`src/hw/rtl/eop_pkg.sv`:
```
package eop_pkg;

  localparam int CFG_W   = 24;
  localparam int DPP_W   = 24;
  localparam int TW_W    = 20;
  localparam int POS_W   = 32;
  localparam int HEAD_W  = 19;

  localparam int MUL_W   = 36;
  localparam int PROD_W  = 2 * MUL_W;
  localparam int DIV_NW  = 63;
  localparam int DIV_DW  = 32;
  localparam int ANG_W   = 35;
  localparam int CXY_W   = 34;
  localparam int ATAN_N  = 24;
  localparam int ATAN_IW = 5;

  localparam logic signed [ANG_W-1:0] PI30      = 35'sd3373259426;
  localparam logic signed [ANG_W-1:0] TWO_PI30  = 35'sd6746518852;
  localparam logic signed [ANG_W-1:0] HALF_PI30 = 35'sd1686629713;
  localparam logic signed [CXY_W-1:0] CORDIC_K  = 34'sd652032874;
  localparam logic [30:0]             ONE30     = 31'd1073741824;
  localparam logic [31:0]             PI30_U    = 32'd3373259426;
  localparam logic signed [20:0]      PI16      = 21'sd205887;
  localparam logic signed [20:0]      TWO_PI16  = 21'sd411775;

  typedef enum logic [1:0] {
    REQ_LEFT  = 2'd0,
    REQ_RIGHT = 2'd1,
    REQ_TICK  = 2'd2,
    REQ_NONE  = 2'd3
  } req_e;

  typedef enum logic {
    REG_DPP = 1'b0,
    REG_TW  = 1'b1
  } reg_e;

  function automatic logic [29:0] atan_f(input logic [ATAN_IW-1:0] idx);
    logic [29:0] r;
    unique case (idx)
      5'd0:  r = 30'd843314857;
      5'd1:  r = 30'd497837829;
      5'd2:  r = 30'd263043837;
      5'd3:  r = 30'd133525159;
      5'd4:  r = 30'd67021687;
      5'd5:  r = 30'd33543516;
      5'd6:  r = 30'd16775851;
      5'd7:  r = 30'd8388437;
      5'd8:  r = 30'd4194283;
      5'd9:  r = 30'd2097149;
      5'd10: r = 30'd1048576;
      5'd11: r = 30'd524288;
      5'd12: r = 30'd262144;
      5'd13: r = 30'd131072;
      5'd14: r = 30'd65536;
      5'd15: r = 30'd32768;
      5'd16: r = 30'd16384;
      5'd17: r = 30'd8192;
      5'd18: r = 30'd4096;
      5'd19: r = 30'd2048;
      5'd20: r = 30'd1024;
      5'd21: r = 30'd512;
      5'd22: r = 30'd256;
      5'd23: r = 30'd128;
      default: r = '0;
    endcase
    return r;
  endfunction

endpackage

```
`src/hw/rtl/eop_if.sv`:
```
interface eop_req_if;
  logic       valid;
  logic       ready;
  logic [1:0] req_type;
  logic       phase_a;
  logic       phase_b;

  modport source (output valid, output req_type, output phase_a, output phase_b, input ready);
  modport sink (input valid, input req_type, input phase_a, input phase_b, output ready);
endinterface

interface eop_res_if;
  logic               valid;
  logic               ready;
  logic signed [31:0] pos_x;
  logic signed [31:0] pos_y;
  logic signed [18:0] heading;

  modport source (output valid, output pos_x, output pos_y, output heading, input ready);
  modport sink (input valid, input pos_x, input pos_y, input heading, output ready);
endinterface

```
`src/hw/rtl/eop_mul.sv`:
```
module eop_mul (
  input  logic                                clk_i,
  input  logic                                rst_ni,
  input  logic                                start_i,
  input  logic signed [eop_pkg::MUL_W-1:0]    a_i,
  input  logic signed [eop_pkg::MUL_W-1:0]    b_i,
  output logic                                done_o,
  output logic signed [eop_pkg::PROD_W-1:0]  p_o
);

  localparam int W  = eop_pkg::MUL_W;
  localparam int CW = $clog2(W);

  logic                              busy_q;
  logic                              done_q;
  logic [CW-1:0]                     cnt_q;
  logic [W-1:0]                      a_q;
  logic [W-1:0]                      hi_q;
  logic [W-1:0]                      lo_q;
  logic                              neg_q;
  logic signed [eop_pkg::PROD_W-1:0] p_q;
  logic [W-1:0]                      a_mag;
  logic [W-1:0]                      b_mag;
  logic [W:0]                        add_s;
  logic [2*W-1:0]                    prod_u;

  assign a_mag  = a_i[W-1] ? W'(-a_i) : W'(a_i);
  assign b_mag  = b_i[W-1] ? W'(-b_i) : W'(b_i);
  assign add_s  = {1'b0, hi_q} + (lo_q[0] ? {1'b0, a_q} : {(W+1){1'b0}});
  assign prod_u = {add_s, lo_q[W-1:1]};

  // shift-add, one multiplier bit per cycle
  always_ff @(posedge clk_i or negedge rst_ni) begin
    if (!rst_ni) begin
      busy_q <= 1'b0;
      done_q <= 1'b0;
      cnt_q  <= '0;
    end else begin
      done_q <= 1'b0;
      if (start_i) begin
        busy_q <= 1'b1;
        cnt_q  <= '0;
      end else if (busy_q) begin
        cnt_q <= cnt_q + 1'b1;
        if (cnt_q == CW'(W - 1)) begin
          busy_q <= 1'b0;
          done_q <= 1'b1;
        end
      end
    end
  end

  always_ff @(posedge clk_i) begin
    if (start_i) begin
      a_q   <= a_mag;
      lo_q  <= b_mag;
      hi_q  <= '0;
      neg_q <= a_i[W-1] ^ b_i[W-1];
    end else if (busy_q) begin
      {hi_q, lo_q} <= prod_u;
      if (cnt_q == CW'(W - 1)) begin
        p_q <= neg_q ? -$signed(prod_u) : $signed(prod_u);
      end
    end
  end

  assign done_o = done_q;
  assign p_o    = p_q;

endmodule

```
`src/hw/rtl/eop_div.sv`:
```
module eop_div (
  input  logic                         clk_i,
  input  logic                         rst_ni,
  input  logic                         start_i,
  input  logic [eop_pkg::DIV_NW-1:0]   num_i,
  input  logic [eop_pkg::DIV_DW-1:0]   den_i,
  output logic                         done_o,
  output logic [eop_pkg::DIV_NW-1:0]   quo_o
);

  localparam int NW = eop_pkg::DIV_NW;
  localparam int DW = eop_pkg::DIV_DW;
  localparam int CW = $clog2(NW);

  logic          busy_q;
  logic          done_q;
  logic [CW-1:0] cnt_q;
  logic [NW-1:0] n_q;
  logic [DW-1:0] d_q;
  logic [DW-1:0] rem_q;
  logic [NW-1:0] q_q;
  logic [DW:0]   trial;
  logic [DW:0]   sub;
  logic          ge;
  logic [NW-1:0] n_next;

  assign trial  = {rem_q, n_q[NW-1]};
  assign sub    = trial - {1'b0, d_q};
  assign ge     = trial >= {1'b0, d_q};
  assign n_next = {n_q[NW-2:0], ge};

  // restoring division, one quotient bit per cycle
  always_ff @(posedge clk_i or negedge rst_ni) begin
    if (!rst_ni) begin
      busy_q <= 1'b0;
      done_q <= 1'b0;
      cnt_q  <= '0;
    end else begin
      done_q <= 1'b0;
      if (start_i) begin
        busy_q <= 1'b1;
        cnt_q  <= '0;
      end else if (busy_q) begin
        cnt_q <= cnt_q + 1'b1;
        if (cnt_q == CW'(NW - 1)) begin
          busy_q <= 1'b0;
          done_q <= 1'b1;
        end
      end
    end
  end

  always_ff @(posedge clk_i) begin
    if (start_i) begin
      n_q   <= num_i;
      d_q   <= den_i;
      rem_q <= '0;
    end else if (busy_q) begin
      n_q   <= n_next;
      rem_q <= ge ? sub[DW-1:0] : trial[DW-1:0];
      if (cnt_q == CW'(NW - 1)) begin
        q_q <= n_next;
      end
    end
  end

  assign done_o = done_q;
  assign quo_o  = q_q;

endmodule

```
`src/hw/rtl/eop_cordic.sv`:
```
module eop_cordic #(
  parameter int STEPS = 16
) (
  input  logic                               clk_i,
  input  logic                               rst_ni,
  input  logic                               start_i,
  input  logic signed [eop_pkg::ANG_W-1:0]   ang_i,
  output logic                               done_o,
  output logic signed [eop_pkg::CXY_W-1:0]   cos_o,
  output logic signed [eop_pkg::CXY_W-1:0]   sin_o
);

  localparam int AW = eop_pkg::ANG_W;
  localparam int XW = eop_pkg::CXY_W;
  localparam int CW = $clog2(STEPS);

  logic                 busy_q;
  logic                 done_q;
  logic [CW-1:0]        cnt_q;
  logic signed [XW-1:0] x_q;
  logic signed [XW-1:0] y_q;
  logic signed [AW-1:0] z_q;
  logic                 neg_q;
  logic signed [XW-1:0] c_q;
  logic signed [XW-1:0] s_q;
  logic signed [AW-1:0] z_a;
  logic signed [AW-1:0] z_f;
  logic                 neg_f;
  logic signed [XW-1:0] sx;
  logic signed [XW-1:0] sy;
  logic signed [AW-1:0] at;
  logic signed [XW-1:0] x_n;
  logic signed [XW-1:0] y_n;
  logic signed [AW-1:0] z_n;

  // fold into the right half plane
  always_comb begin
    z_a   = ang_i;
    z_f   = '0;
    neg_f = 1'b0;
    if (ang_i > eop_pkg::PI30) begin
      z_a = ang_i - eop_pkg::TWO_PI30;
    end else if (ang_i < -eop_pkg::PI30) begin
      z_a = ang_i + eop_pkg::TWO_PI30;
    end
    z_f = z_a;
    if (z_a > eop_pkg::HALF_PI30) begin
      z_f   = z_a - eop_pkg::PI30;
      neg_f = 1'b1;
    end else if (z_a < -eop_pkg::HALF_PI30) begin
      z_f   = z_a + eop_pkg::PI30;
      neg_f = 1'b1;
    end
  end

  always_comb begin
    sx = x_q >>> cnt_q;
    sy = y_q >>> cnt_q;
    at = $signed({{(AW - 30){1'b0}}, eop_pkg::atan_f(eop_pkg::ATAN_IW'(cnt_q))});
    if (!z_q[AW-1]) begin
      x_n = x_q - sy;
      y_n = y_q + sx;
      z_n = z_q - at;
    end else begin
      x_n = x_q + sy;
      y_n = y_q - sx;
      z_n = z_q + at;
    end
  end

  always_ff @(posedge clk_i or negedge rst_ni) begin
    if (!rst_ni) begin
      busy_q <= 1'b0;
      done_q <= 1'b0;
      cnt_q  <= '0;
    end else begin
      done_q <= 1'b0;
      if (start_i) begin
        busy_q <= 1'b1;
        cnt_q  <= '0;
      end else if (busy_q) begin
        cnt_q <= cnt_q + 1'b1;
        if (cnt_q == CW'(STEPS - 1)) begin
          busy_q <= 1'b0;
          done_q <= 1'b1;
        end
      end
    end
  end

  always_ff @(posedge clk_i) begin
    if (start_i) begin
      x_q   <= eop_pkg::CORDIC_K;
      y_q   <= '0;
      z_q   <= z_f;
      neg_q <= neg_f;
    end else if (busy_q) begin
      x_q <= x_n;
      y_q <= y_n;
      z_q <= z_n;
      if (cnt_q == CW'(STEPS - 1)) begin
        c_q <= neg_q ? -x_n : x_n;
        s_q <= neg_q ? -y_n : y_n;
      end
    end
  end

  assign done_o = done_q;
  assign cos_o  = c_q;
  assign sin_o  = s_q;

endmodule

```
`src/hw/rtl/encoder_odometry_pose.sv`:
```
// Differential-drive odometry from two quadrature wheel encoders. Each left or right
// edge request (phase levels after the edge) bumps a saturating signed pulse counter.
// A tick request turns both counts into Q16.16 wheel travel, clears them, updates the
// pose (x, y in Q16.16 metres, heading in Q2.16 radians wrapped to +-pi) about the
// centre of curvature and then offers one result; edges give no result. A tick runs six
// products through one 36-bit shift-add multiplier, two quotients through a
// one-bit-per-cycle divider and two CORDIC runs, forms the wheel sum and loads the
// result; when both wheels travel the same distance it skips both quotients and one
// CORDIC run. The load waits while the previous pose is still unread. A finished pose
// waits in the output register while edge requests are still taken. distance_per_pulse
// (index 0, 2^-32 m per pulse) and track_width (index 1, Q16.16 m, zero acts as one)
// may be written while idle.
module encoder_odometry_pose #(
  parameter int COUNT_BITS   = 16,
  parameter int CORDIC_STEPS = 16
) (
  input  logic                         clk_i,
  input  logic                         rst_ni,
  eop_req_if.sink                      req_i,
  eop_res_if.source                    res_o,
  input  logic                         cfg_we_i,
  input  logic                         cfg_idx_i,
  input  logic [eop_pkg::CFG_W-1:0]    cfg_wdata_i
);

  localparam int MW = eop_pkg::MUL_W;
  localparam int PW = eop_pkg::PROD_W;
  localparam int CB = COUNT_BITS;
  localparam logic signed [CB-1:0] CNT_MAX = {1'b0, {(CB - 1){1'b1}}};
  localparam logic signed [CB-1:0] CNT_MIN = {1'b1, {(CB - 1){1'b0}}};

  typedef enum logic [3:0] {
    S_IDLE, S_ML, S_MR, S_SD, S_DTH, S_CS, S_SINC, S_CH, S_TX, S_TY, S_PX, S_PY, S_OUT
  } state_e;

  state_e                              state_q;
  logic [eop_pkg::DPP_W-1:0]           dpp_q;
  logic [eop_pkg::TW_W-1:0]            tw_q;
  logic signed [CB-1:0]                lcnt_q;
  logic signed [CB-1:0]                rcnt_q;
  logic signed [31:0]                  x_q;
  logic signed [31:0]                  y_q;
  logic signed [18:0]                  head_q;
  logic signed [31:0]                  dl_q;
  logic signed [31:0]                  dr_q;
  logic signed [32:0]                  sum_q;
  logic signed [32:0]                  dth_q;
  logic signed [32:0]                  half_q;
  logic [30:0]                         sinc_q;
  logic                                sneg_q;
  logic signed [eop_pkg::CXY_W-1:0]    s_q;
  logic signed [MW-1:0]                tx_q;
  logic signed [MW-1:0]                ty_q;
  logic                                out_valid_q;
  logic signed [31:0]                  out_x_q;
  logic signed [31:0]                  out_y_q;
  logic signed [18:0]                  out_h_q;

  logic                                mul_start_q;
  logic signed [MW-1:0]                mul_a_q;
  logic signed [MW-1:0]                mul_b_q;
  logic                                mul_done;
  logic signed [PW-1:0]                mul_p;
  logic                                div_start_q;
  logic [eop_pkg::DIV_NW-1:0]          div_n_q;
  logic [eop_pkg::DIV_DW-1:0]          div_d_q;
  logic                                div_done;
  logic [eop_pkg::DIV_NW-1:0]          div_q;
  logic                                cor_start_q;
  logic signed [eop_pkg::ANG_W-1:0]    cor_ang_q;
  logic                                cor_done;
  logic signed [eop_pkg::CXY_W-1:0]    cor_c;
  logic signed [eop_pkg::CXY_W-1:0]    cor_s;

  logic                                req_fire;
  logic                                same;
  logic signed [32:0]                  diff_w;
  logic [32:0]                         diff_mag;
  logic [31:0]                         mag_w;
  logic signed [32:0]                  dth_w;
  logic signed [32:0]                  half_w;
  logic [eop_pkg::DIV_DW-1:0]          tw_nz;
  logic [32:0]                         half_mag;
  logic signed [eop_pkg::ANG_W-1:0]    head_ang;
  logic signed [32:0]                  dth_rnd;
  logic signed [20:0]                  h_sum;
  logic signed [20:0]                  h_wrap;
  logic signed [PW:0]                  x_sum;
  logic signed [PW:0]                  y_sum;

  function automatic logic signed [PW-1:0] rnd_f(input logic signed [PW-1:0] v,
                                                 input int n);
    logic signed [PW-1:0] one;
    one = PW'(1);
    return (v + (one <<< (n - 1))) >>> n;
  endfunction

  function automatic logic signed [31:0] sat32_f(input logic signed [PW:0] v);
    logic signed [31:0] r;
    if (v > (PW + 1)'(2147483647)) begin
      r = 32'sh7fffffff;
    end else if (v < -(PW + 1)'(64'sd2147483648)) begin
      r = 32'sh80000000;
    end else begin
      r = v[31:0];
    end
    return r;
  endfunction

  function automatic logic signed [CB-1:0] bump_f(input logic signed [CB-1:0] c,
                                                  input logic up);
    logic signed [CB-1:0] r;
    if (up) begin
      r = (c == CNT_MAX) ? c : c + 1'b1;
    end else begin
      r = (c == CNT_MIN) ? c : c - 1'b1;
    end
    return r;
  endfunction

  assign req_fire = req_i.valid && req_i.ready;
  assign same     = req_i.phase_a == req_i.phase_b;
  assign diff_w   = 33'(dr_q) - 33'(dl_q);
  assign diff_mag = diff_w[32] ? 33'(-diff_w) : 33'(diff_w);
  assign tw_nz    = (tw_q == '0) ? eop_pkg::DIV_DW'(1) : eop_pkg::DIV_DW'(tw_q);
  assign mag_w    = (div_q > eop_pkg::DIV_NW'(eop_pkg::PI30_U)) ? eop_pkg::PI30_U
                                                                   : div_q[31:0];
  assign dth_w    = diff_w[32] ? -$signed({1'b0, mag_w}) : $signed({1'b0, mag_w});
  assign half_w   = (dth_w + $signed({32'd0, dth_w[32]})) >>> 1;
  assign half_mag = half_q[32] ? 33'(-half_q) : 33'(half_q);
  assign head_ang = ($signed(eop_pkg::ANG_W'(head_q)) <<< 14) + eop_pkg::ANG_W'(half_q);
  assign dth_rnd  = (dth_q + 33'sd8192) >>> 14;
  assign h_sum    = 21'(head_q) + dth_rnd[20:0];
  assign x_sum    = (PW + 1)'(x_q) + (PW + 1)'(rnd_f(mul_p, 31));
  assign y_sum    = (PW + 1)'(y_q) + (PW + 1)'(rnd_f(mul_p, 31));

  always_comb begin
    h_wrap = h_sum;
    if (h_sum > eop_pkg::PI16) begin
      h_wrap = h_sum - eop_pkg::TWO_PI16;
    end else if (h_sum < -eop_pkg::PI16) begin
      h_wrap = h_sum + eop_pkg::TWO_PI16;
    end
  end

  logic [eop_pkg::CXY_W-1:0] cs_mag;
  assign cs_mag = cor_s[eop_pkg::CXY_W-1] ? eop_pkg::CXY_W'(-cor_s) : eop_pkg::CXY_W'(cor_s);

  always_ff @(posedge clk_i or negedge rst_ni) begin
    if (!rst_ni) begin
      state_q     <= S_IDLE;
      dpp_q       <= eop_pkg::DPP_W'(409758);
      tw_q        <= eop_pkg::TW_W'(7864);
      lcnt_q      <= '0;
      rcnt_q      <= '0;
      x_q         <= '0;
      y_q         <= '0;
      head_q      <= '0;
      dl_q        <= '0;
      dr_q        <= '0;
      sum_q       <= '0;
      dth_q       <= '0;
      half_q      <= '0;
      sinc_q      <= '0;
      sneg_q      <= 1'b0;
      s_q         <= '0;
      tx_q        <= '0;
      ty_q        <= '0;
      out_valid_q <= 1'b0;
      out_x_q     <= '0;
      out_y_q     <= '0;
      out_h_q     <= '0;
      mul_start_q <= 1'b0;
      mul_a_q     <= '0;
      mul_b_q     <= '0;
      div_start_q <= 1'b0;
      div_n_q     <= '0;
      div_d_q     <= '0;
      cor_start_q <= 1'b0;
      cor_ang_q   <= '0;
    end else begin
      mul_start_q <= 1'b0;
      div_start_q <= 1'b0;
      cor_start_q <= 1'b0;
      if (cfg_we_i) begin
        unique case (eop_pkg::reg_e'(cfg_idx_i))
          eop_pkg::REG_DPP: dpp_q <= cfg_wdata_i[eop_pkg::DPP_W-1:0];
          eop_pkg::REG_TW:  tw_q  <= cfg_wdata_i[eop_pkg::TW_W-1:0];
          default: ;
        endcase
      end
      if (out_valid_q && res_o.ready) begin
        out_valid_q <= 1'b0;
      end
      unique case (state_q)
        S_IDLE: begin
          if (req_fire) begin
            unique case (eop_pkg::req_e'(req_i.req_type))
              eop_pkg::REQ_LEFT:  lcnt_q <= bump_f(lcnt_q, !same);
              eop_pkg::REQ_RIGHT: rcnt_q <= bump_f(rcnt_q, same);
              eop_pkg::REQ_TICK: begin
                mul_a_q     <= MW'(lcnt_q);
                mul_b_q     <= $signed(MW'(dpp_q));
                mul_start_q <= 1'b1;
                state_q     <= S_ML;
              end
              default: ;
            endcase
          end
        end
        S_ML: begin
          if (mul_done) begin
            dl_q        <= sat32_f((PW + 1)'(rnd_f(mul_p, 16)));
            mul_a_q     <= MW'(rcnt_q);
            mul_b_q     <= $signed(MW'(dpp_q));
            mul_start_q <= 1'b1;
            state_q     <= S_MR;
          end
        end
        S_MR: begin
          if (mul_done) begin
            dr_q    <= sat32_f((PW + 1)'(rnd_f(mul_p, 16)));
            lcnt_q  <= '0;
            rcnt_q  <= '0;
            state_q <= S_SD;
          end
        end
        S_SD: begin
          sum_q <= 33'(dl_q) + 33'(dr_q);
          if (diff_w != '0) begin
            div_n_q     <= {diff_mag[32:0], 30'd0};
            div_d_q     <= tw_nz;
            div_start_q <= 1'b1;
            state_q     <= S_DTH;
          end else begin
            dth_q       <= '0;
            half_q      <= '0;
            sinc_q      <= eop_pkg::ONE30;
            cor_ang_q   <= $signed(eop_pkg::ANG_W'(head_q)) <<< 14;
            cor_start_q <= 1'b1;
            state_q     <= S_CH;
          end
        end
        S_DTH: begin
          if (div_done) begin
            dth_q       <= dth_w;
            half_q      <= half_w;
            cor_ang_q   <= eop_pkg::ANG_W'(half_w);
            cor_start_q <= 1'b1;
            state_q     <= S_CS;
          end
        end
        S_CS: begin
          if (cor_done) begin
            div_n_q     <= eop_pkg::DIV_NW'({cs_mag, 30'd0});
            div_d_q     <= half_mag[31:0];
            div_start_q <= 1'b1;
            sneg_q      <= cor_s[eop_pkg::CXY_W-1] ^ half_q[32];
            state_q     <= S_SINC;
          end
        end
        S_SINC: begin
          if (div_done) begin
            if (sneg_q) begin
              sinc_q <= '0;
            end else if (div_q > eop_pkg::DIV_NW'(eop_pkg::ONE30)) begin
              sinc_q <= eop_pkg::ONE30;
            end else begin
              sinc_q <= div_q[30:0];
            end
            cor_ang_q   <= head_ang;
            cor_start_q <= 1'b1;
            state_q     <= S_CH;
          end
        end
        S_CH: begin
          if (cor_done) begin
            s_q         <= cor_s;
            mul_a_q     <= MW'(sum_q);
            mul_b_q     <= MW'(cor_c);
            mul_start_q <= 1'b1;
            state_q     <= S_TX;
          end
        end
        S_TX: begin
          if (mul_done) begin
            tx_q        <= MW'(rnd_f(mul_p, 30));
            mul_a_q     <= MW'(sum_q);
            mul_b_q     <= MW'(s_q);
            mul_start_q <= 1'b1;
            state_q     <= S_TY;
          end
        end
        S_TY: begin
          if (mul_done) begin
            ty_q        <= MW'(rnd_f(mul_p, 30));
            mul_a_q     <= tx_q;
            mul_b_q     <= $signed(MW'(sinc_q));
            mul_start_q <= 1'b1;
            state_q     <= S_PX;
          end
        end
        S_PX: begin
          if (mul_done) begin
            x_q         <= sat32_f(x_sum);
            mul_a_q     <= ty_q;
            mul_b_q     <= $signed(MW'(sinc_q));
            mul_start_q <= 1'b1;
            state_q     <= S_PY;
          end
        end
        S_PY: begin
          if (mul_done) begin
            y_q     <= sat32_f(y_sum);
            head_q  <= h_wrap[18:0];
            state_q <= S_OUT;
          end
        end
        S_OUT: begin
          if (!out_valid_q || res_o.ready) begin
            out_x_q     <= x_q;
            out_y_q     <= y_q;
            out_h_q     <= head_q;
            out_valid_q <= 1'b1;
            state_q     <= S_IDLE;
          end
        end
        default: state_q <= S_IDLE;
      endcase
    end
  end

  eop_mul u_mul (
    .clk_i   (clk_i),
    .rst_ni  (rst_ni),
    .start_i (mul_start_q),
    .a_i     (mul_a_q),
    .b_i     (mul_b_q),
    .done_o  (mul_done),
    .p_o     (mul_p)
  );

  eop_div u_div (
    .clk_i   (clk_i),
    .rst_ni  (rst_ni),
    .start_i (div_start_q),
    .num_i   (div_n_q),
    .den_i   (div_d_q),
    .done_o  (div_done),
    .quo_o   (div_q)
  );

  eop_cordic #(
    .STEPS (CORDIC_STEPS)
  ) u_cordic (
    .clk_i   (clk_i),
    .rst_ni  (rst_ni),
    .start_i (cor_start_q),
    .ang_i   (cor_ang_q),
    .done_o  (cor_done),
    .cos_o   (cor_c),
    .sin_o   (cor_s)
  );

  assign req_i.ready   = (state_q == S_IDLE);
  assign res_o.valid   = out_valid_q;
  assign res_o.pos_x   = out_x_q;
  assign res_o.pos_y   = out_y_q;
  assign res_o.heading = out_h_q;

`ifndef SYNTHESIS
  a_head_range: assert property (@(posedge clk_i) disable iff (!rst_ni)
    (21'(head_q) <= eop_pkg::PI16) && (21'(head_q) >= -eop_pkg::PI16))
    else $error("heading out of range");

  a_one_unit: assert property (@(posedge clk_i) disable iff (!rst_ni)
    $onehot0({mul_start_q, div_start_q, cor_start_q}))
    else $error("two units started together");

  a_tick_start: assert property (@(posedge clk_i) disable iff (!rst_ni)
    (req_fire && req_i.req_type == eop_pkg::REQ_TICK) |=> (mul_start_q && state_q == S_ML))
    else $error("tick did not start the update");

  a_out_load: assert property (@(posedge clk_i) disable iff (!rst_ni)
    (state_q == S_OUT && (!out_valid_q || res_o.ready)) |=> (out_valid_q && state_q == S_IDLE))
    else $error("result not loaded");
`endif

endmodule

```
`src/flat_wrapper.sv`:
```
// flat-port wrapper written by rule: the top's interface ports become plain ports
module encoder_odometry_pose_flat 
#(
  parameter int COUNT_BITS   = 16,
  parameter int CORDIC_STEPS = 16
)
  (clk_i, rst_ni, cfg_we_i, cfg_idx_i, cfg_wdata_i, req_i_valid, req_i_req_type, req_i_phase_a, req_i_phase_b, req_i_ready, res_o_valid, res_o_pos_x, res_o_pos_y, res_o_heading, res_o_ready);
  eop_req_if req_i_i ();
  eop_res_if res_o_i ();
  input  logic clk_i;
  input  logic rst_ni;
  input  logic cfg_we_i;
  input  logic cfg_idx_i;
  input  logic [eop_pkg::CFG_W-1:0] cfg_wdata_i;
  input wire logic [$bits(req_i_i.valid)-1:0] req_i_valid;
  input wire logic [$bits(req_i_i.req_type)-1:0] req_i_req_type;
  input wire logic [$bits(req_i_i.phase_a)-1:0] req_i_phase_a;
  input wire logic [$bits(req_i_i.phase_b)-1:0] req_i_phase_b;
  output wire logic [$bits(req_i_i.ready)-1:0] req_i_ready;
  output wire logic [$bits(res_o_i.valid)-1:0] res_o_valid;
  output wire logic [$bits(res_o_i.pos_x)-1:0] res_o_pos_x;
  output wire logic [$bits(res_o_i.pos_y)-1:0] res_o_pos_y;
  output wire logic [$bits(res_o_i.heading)-1:0] res_o_heading;
  input wire logic [$bits(res_o_i.ready)-1:0] res_o_ready;
  assign req_i_i.valid = req_i_valid;
  assign req_i_i.req_type = req_i_req_type;
  assign req_i_i.phase_a = req_i_phase_a;
  assign req_i_i.phase_b = req_i_phase_b;
  assign req_i_ready = req_i_i.ready;
  assign res_o_valid = res_o_i.valid;
  assign res_o_pos_x = res_o_i.pos_x;
  assign res_o_pos_y = res_o_i.pos_y;
  assign res_o_heading = res_o_i.heading;
  assign res_o_i.ready = res_o_ready;
  encoder_odometry_pose #(.COUNT_BITS(COUNT_BITS), .CORDIC_STEPS(CORDIC_STEPS)) u_core (.clk_i(clk_i), .rst_ni(rst_ni), .req_i(req_i_i), .res_o(res_o_i), .cfg_we_i(cfg_we_i), .cfg_idx_i(cfg_idx_i), .cfg_wdata_i(cfg_wdata_i));
endmodule
```
`config.mk`:
```
export PLATFORM = sky130hd
export DESIGN_NAME = encoder_odometry_pose_flat
export DESIGN_NICKNAME = d
export VERILOG_FILES = /design/src/hw/rtl/eop_pkg.sv /design/src/hw/rtl/eop_if.sv /design/src/hw/rtl/eop_mul.sv /design/src/hw/rtl/eop_div.sv /design/src/hw/rtl/eop_cordic.sv /design/src/hw/rtl/encoder_odometry_pose.sv /design/src/flat_wrapper.sv
export SDC_FILE = /design/constraint.sdc
export NUM_CORES = 2
export LEC_CHECK = 0
export BUFFER_PORTS_ARGS = -buffer_cell sky130_fd_sc_hd__buf_4
export CAP_MARGIN = 20
export CORE_MARGIN = 2
export CORE_UTILIZATION = 60
export DETAILED_ROUTE_END_ITERATION = 10
export PLACE_DENSITY = 0.82
export SLEW_MARGIN = 20
export SYNTH_ARGS = -nofsm -noshare
export SYNTH_HDL_FRONTEND = slang
export SYNTH_HIERARCHICAL = 1
export SYNTH_SLANG_ARGS = --single-unit
```
`constraint.sdc`:
```
create_clock -name clk_i -period 26 [get_ports clk_i]
set_clock_uncertainty 0.2 [all_clocks]
set_input_delay 1.3 -clock clk_i [delete_from_list [all_inputs] [get_ports clk_i]]
set_output_delay 1.3 -clock clk_i [all_outputs]
set_load 0.01 [all_outputs]
```
==> results.yml <==
power:
  p_int_uw: 3214
  leakage_uw: 0.04132
  combPwrFrac: 0.017
  p_sw_uw: 904.8
  switching_share: 0.2197
  seqPwrFrac: 0.497
  power_uw: 4118
  p_per_area_nw_per_um2: 42.64
  clockPowerShare: 0.486
  ir_drop_uv: 67.56
timing:
  slew-limit-headroom: 0.1839
  timing.final.crit_share: 0.3362
  slew_viol_final: 0
  rsz0062_at_grt: "false"
  fin_crit_ns: 8.741
  fin_ws_ns: 17.26
  fmax_mhz: 114.4
  timing.final.setup_violations: 0
  worstMarginPinSlew_ns: 1.220
  final_hold_viol_count: 0
  setup_tns_ns: 0
clock_network:
  cts_buffer_depth: 3
  cts_root_buffer: "clkbuf_16"
  cts_buffers: 137
  ctsHoldBuffers: 0
  htreeDepth: 4
  post_cts_buffers: 0
  cts_resized: 0
  cts_tree: "built"
  clkLatencyLatePin_ns: 0.79
  clkSlewWorstSetupHoldPaths_ns: 0.07
  clock_sinks: 1256
die:
  coreArea_um2: 149200
  dieArea_um2: 152900
  fp.dieH_um: 391.1
  io_pins: 119
  start_util: 0.6024
  die_w_um: 391.1
  fp-row-count: 142
route:
  viasPerCell: 6.688
  wl_per_cell_um: 23.59
  ant_nets: 0
  drc: 0
  wl_mm: 278.1
  drtIter0Drc: 8911
  via_count: 78850
  dr.pass1.iters: 10
final_layout:
  stdcell_count: 11790
  layout-drive-gt1-share: 0.1042
  num-fill-cells: 11900
  syn_to_final_growth_pct: 7.428
  finalNetCount: 10210
  final_util: 0.6471
worst_hold_path:
  hp-class: "flip-flop to flip-flop"
yosys:
  yosysWarningCount: 6
  syn_area_um2: 89900
  syn_avg_cell_area_um2: 9.091
  netlist_instances: 9889
critical_path:
  crit_fanout: 45
  critPathRequiredTime_ns: 26.30
  cp.arrival_ns: 9.04
  worstSetupPathType: "flip-flop to flip-flop"
  endpoint_kind: "flip-flop"
  worstSetupStartpointType: "flip-flop"
job:
  cap_violations: 0
placement:
  pre_cts_slack_ns: 17.51
  dp_hpwl_mm: 204.7
  port_buffers: 118
  globalplace.congestion: 1.002
  placed_cells: 11530
global_routing:
  antenna_found_initial: 10
  track_usage: 0.3559
  grt_max_degree: 143
  gr-total-overflow: 0
  first_global_vias: 75900
  grt_pass1_wl_mm: 430.6
run_status:
  run_status: "finished, final reports clean"
[power by group through the flow]
| stage | combinational, uW | sequential, uW | clock (uW) |
|---|---|---|---|
| 5_1_grt | 76.1 | 2050 | 2110 |
| 6_report | 68.6 | 2050 | 2000 |
| 3_5_place_dp | 67.7 | 2090 | 0 |
| 3_3_place_gp | 64.6 | 2080 | 0 |
| 2_1_floorplan | 26.9 | 2080 | 0 |
| 4_1_cts | 68.8 | 2050 | 2030 |
[area by class of cell]
type | instances | area, um^2 | area share
clock inverter | 58 | 678.2 | 0.007022
sequential | 1256 | 32760 | 0.3392
multi-input combinational | 7798 | 53940 | 0.5585
clock buffer | 196 | 3918 | 0.04056
timing repair buffer | 212 | 1629 | 0.01687
tap | 1944 | 2432 | 0.02519
inverter | 323 | 1217 | 0.01261
antenna | 2 | 5.005 | 0.00005182
[routing by layer]
layer / vias to the layer above / GRT usage / wire, um / part of all wire
met5: - / 0 / 37 / 0.00013
met4: 6 / 0.2374 / 20680 / 0.074
met3: 845 / 0.05665 / 22230 / 0.080
met2: 3882 / 0.5713 / 129000 / 0.46
met1: 38170 / 0.4441 / 106200 / 0.38
li1: 35950 / - / - / -
[cell usage in the layout (no fill, tap or decap), types with 49 or more instances in the layout]
| cell type | instances |
|---|---|
| or3_1 | 81 |
| nand4_1 | 98 |
| or2_2 | 49 |
| mux2i_1 | 154 |
| a211oi_1 | 76 |
| o211ai_1 | 62 |
| nor2_1 | 872 |
| ha_1 | 430 |
| nor3_1 | 214 |
| dfrtp_1 | 702 |
| a21o_1 | 144 |
| inv_1 | 319 |
| mux2_2 | 291 |
| edfxtp_1 | 392 |
| o21a_1 | 105 |
| clkbuf_16 | 143 |
| nand2b_1 | 88 |
| o21bai_1 | 50 |
| a21oi_1 | 662 |
| a222oi_1 | 63 |
| mux4_2 | 65 |
| dfxtp_1 | 136 |
| nand2_1 | 956 |
| and3_1 | 92 |
| buf_4 | 205 |
| o31ai_1 | 121 |
| nand3_1 | 211 |
| nor2b_1 | 66 |
| xnor2_1 | 599 |
| a31oi_1 | 139 |
| nor4_1 | 96 |
| o21ai_0 | 625 |
| xor2_1 | 328 |
| and2_1 | 99 |
[through the flow]
step / instance area [um^2] / hold slack, ns
floorplan: 90010 / 0.2178
global placement: 91890 / 0.2247
detailed placement: 91890 / 0.2298
CTS: 96490 / 0.2421
global route: 96570 / 0.2536
finish: 96580 / 0.2429
[worst max-delay path, stage by stage, from the launching register on]
cell	delay (ns)
dfrtp_4	0.77
buf_4	0.72
mux4_2	0.65
mux4_2	0.51
nor4_1	0.45
nand3_1	0.16
and3b_1	0.29
nand3_1	0.14
nor3b_1	0.63
a21oi_1	0.17
xor2_1	0.19
ha_1	0.36
a21o_1	0.22
a21o_1	0.19
a221o_1	0.35
a31oi_1	0.32
o21bai_1	0.12
a21oi_1	0.20
xnor2_1	0.13
nor4_1	0.44
or4b_2	0.69
o41ai_1	0.42
xnor2_1	0.13
[state kept, by name, indices dropped and copies added, names as in the netlist, 33 cells and up]
register,flops
u_core/s_q,34
u_core/mul_b_q,34
u_core/u_div/n_q,63
u_core/u_mul/p_o,57
u_core/u_cordic/z_q,35
u_core/u_cordic/sin_o,34
u_core/u_mul/hi_q,36
u_core/u_cordic/cos_o,34
u_core/cor_ang_q,34
u_core/div_n_q,33
u_core/u_div/quo_o,63
u_core/ty_q,36
u_core/sum_q,33
u_core/u_mul/lo_q,36
u_core/u_cordic/x_q,34
u_core/tx_q,36
u_core/u_cordic/y_q,34
u_core/u_mul/a_q,36
u_core/mul_a_q,36
[final timing paths]
path                                                      start                                  end  slack, ns  cells after the start
min                              u_core/u_div/n_q[18]$_DFFE_PP_     u_core/u_div/quo_o[19]$_DFFE_PP_       0.24                      0
max reg2reg                u_core/u_cordic/cnt_q[0]$_DFFE_PN0P_  u_core/u_cordic/sin_o[32]$_DFFE_PP_      17.26                     22
min in group asynchronous                                rst_ni   u_core/res_o.pos_y[24]$_DFFE_PN0P_       0.39                      1
max                        u_core/u_cordic/cnt_q[0]$_DFFE_PN0P_  u_core/u_cordic/sin_o[32]$_DFFE_PP_      17.26                     22
max in group asynchronous                                rst_ni          u_core/tw_q[15]$_DFFE_PN0P_      22.04                      4
min reg2reg                      u_core/u_div/n_q[18]$_DFFE_PP_     u_core/u_div/quo_o[19]$_DFFE_PP_       0.24                      0
Note: power is estimated with default switching activity, not from simulation.
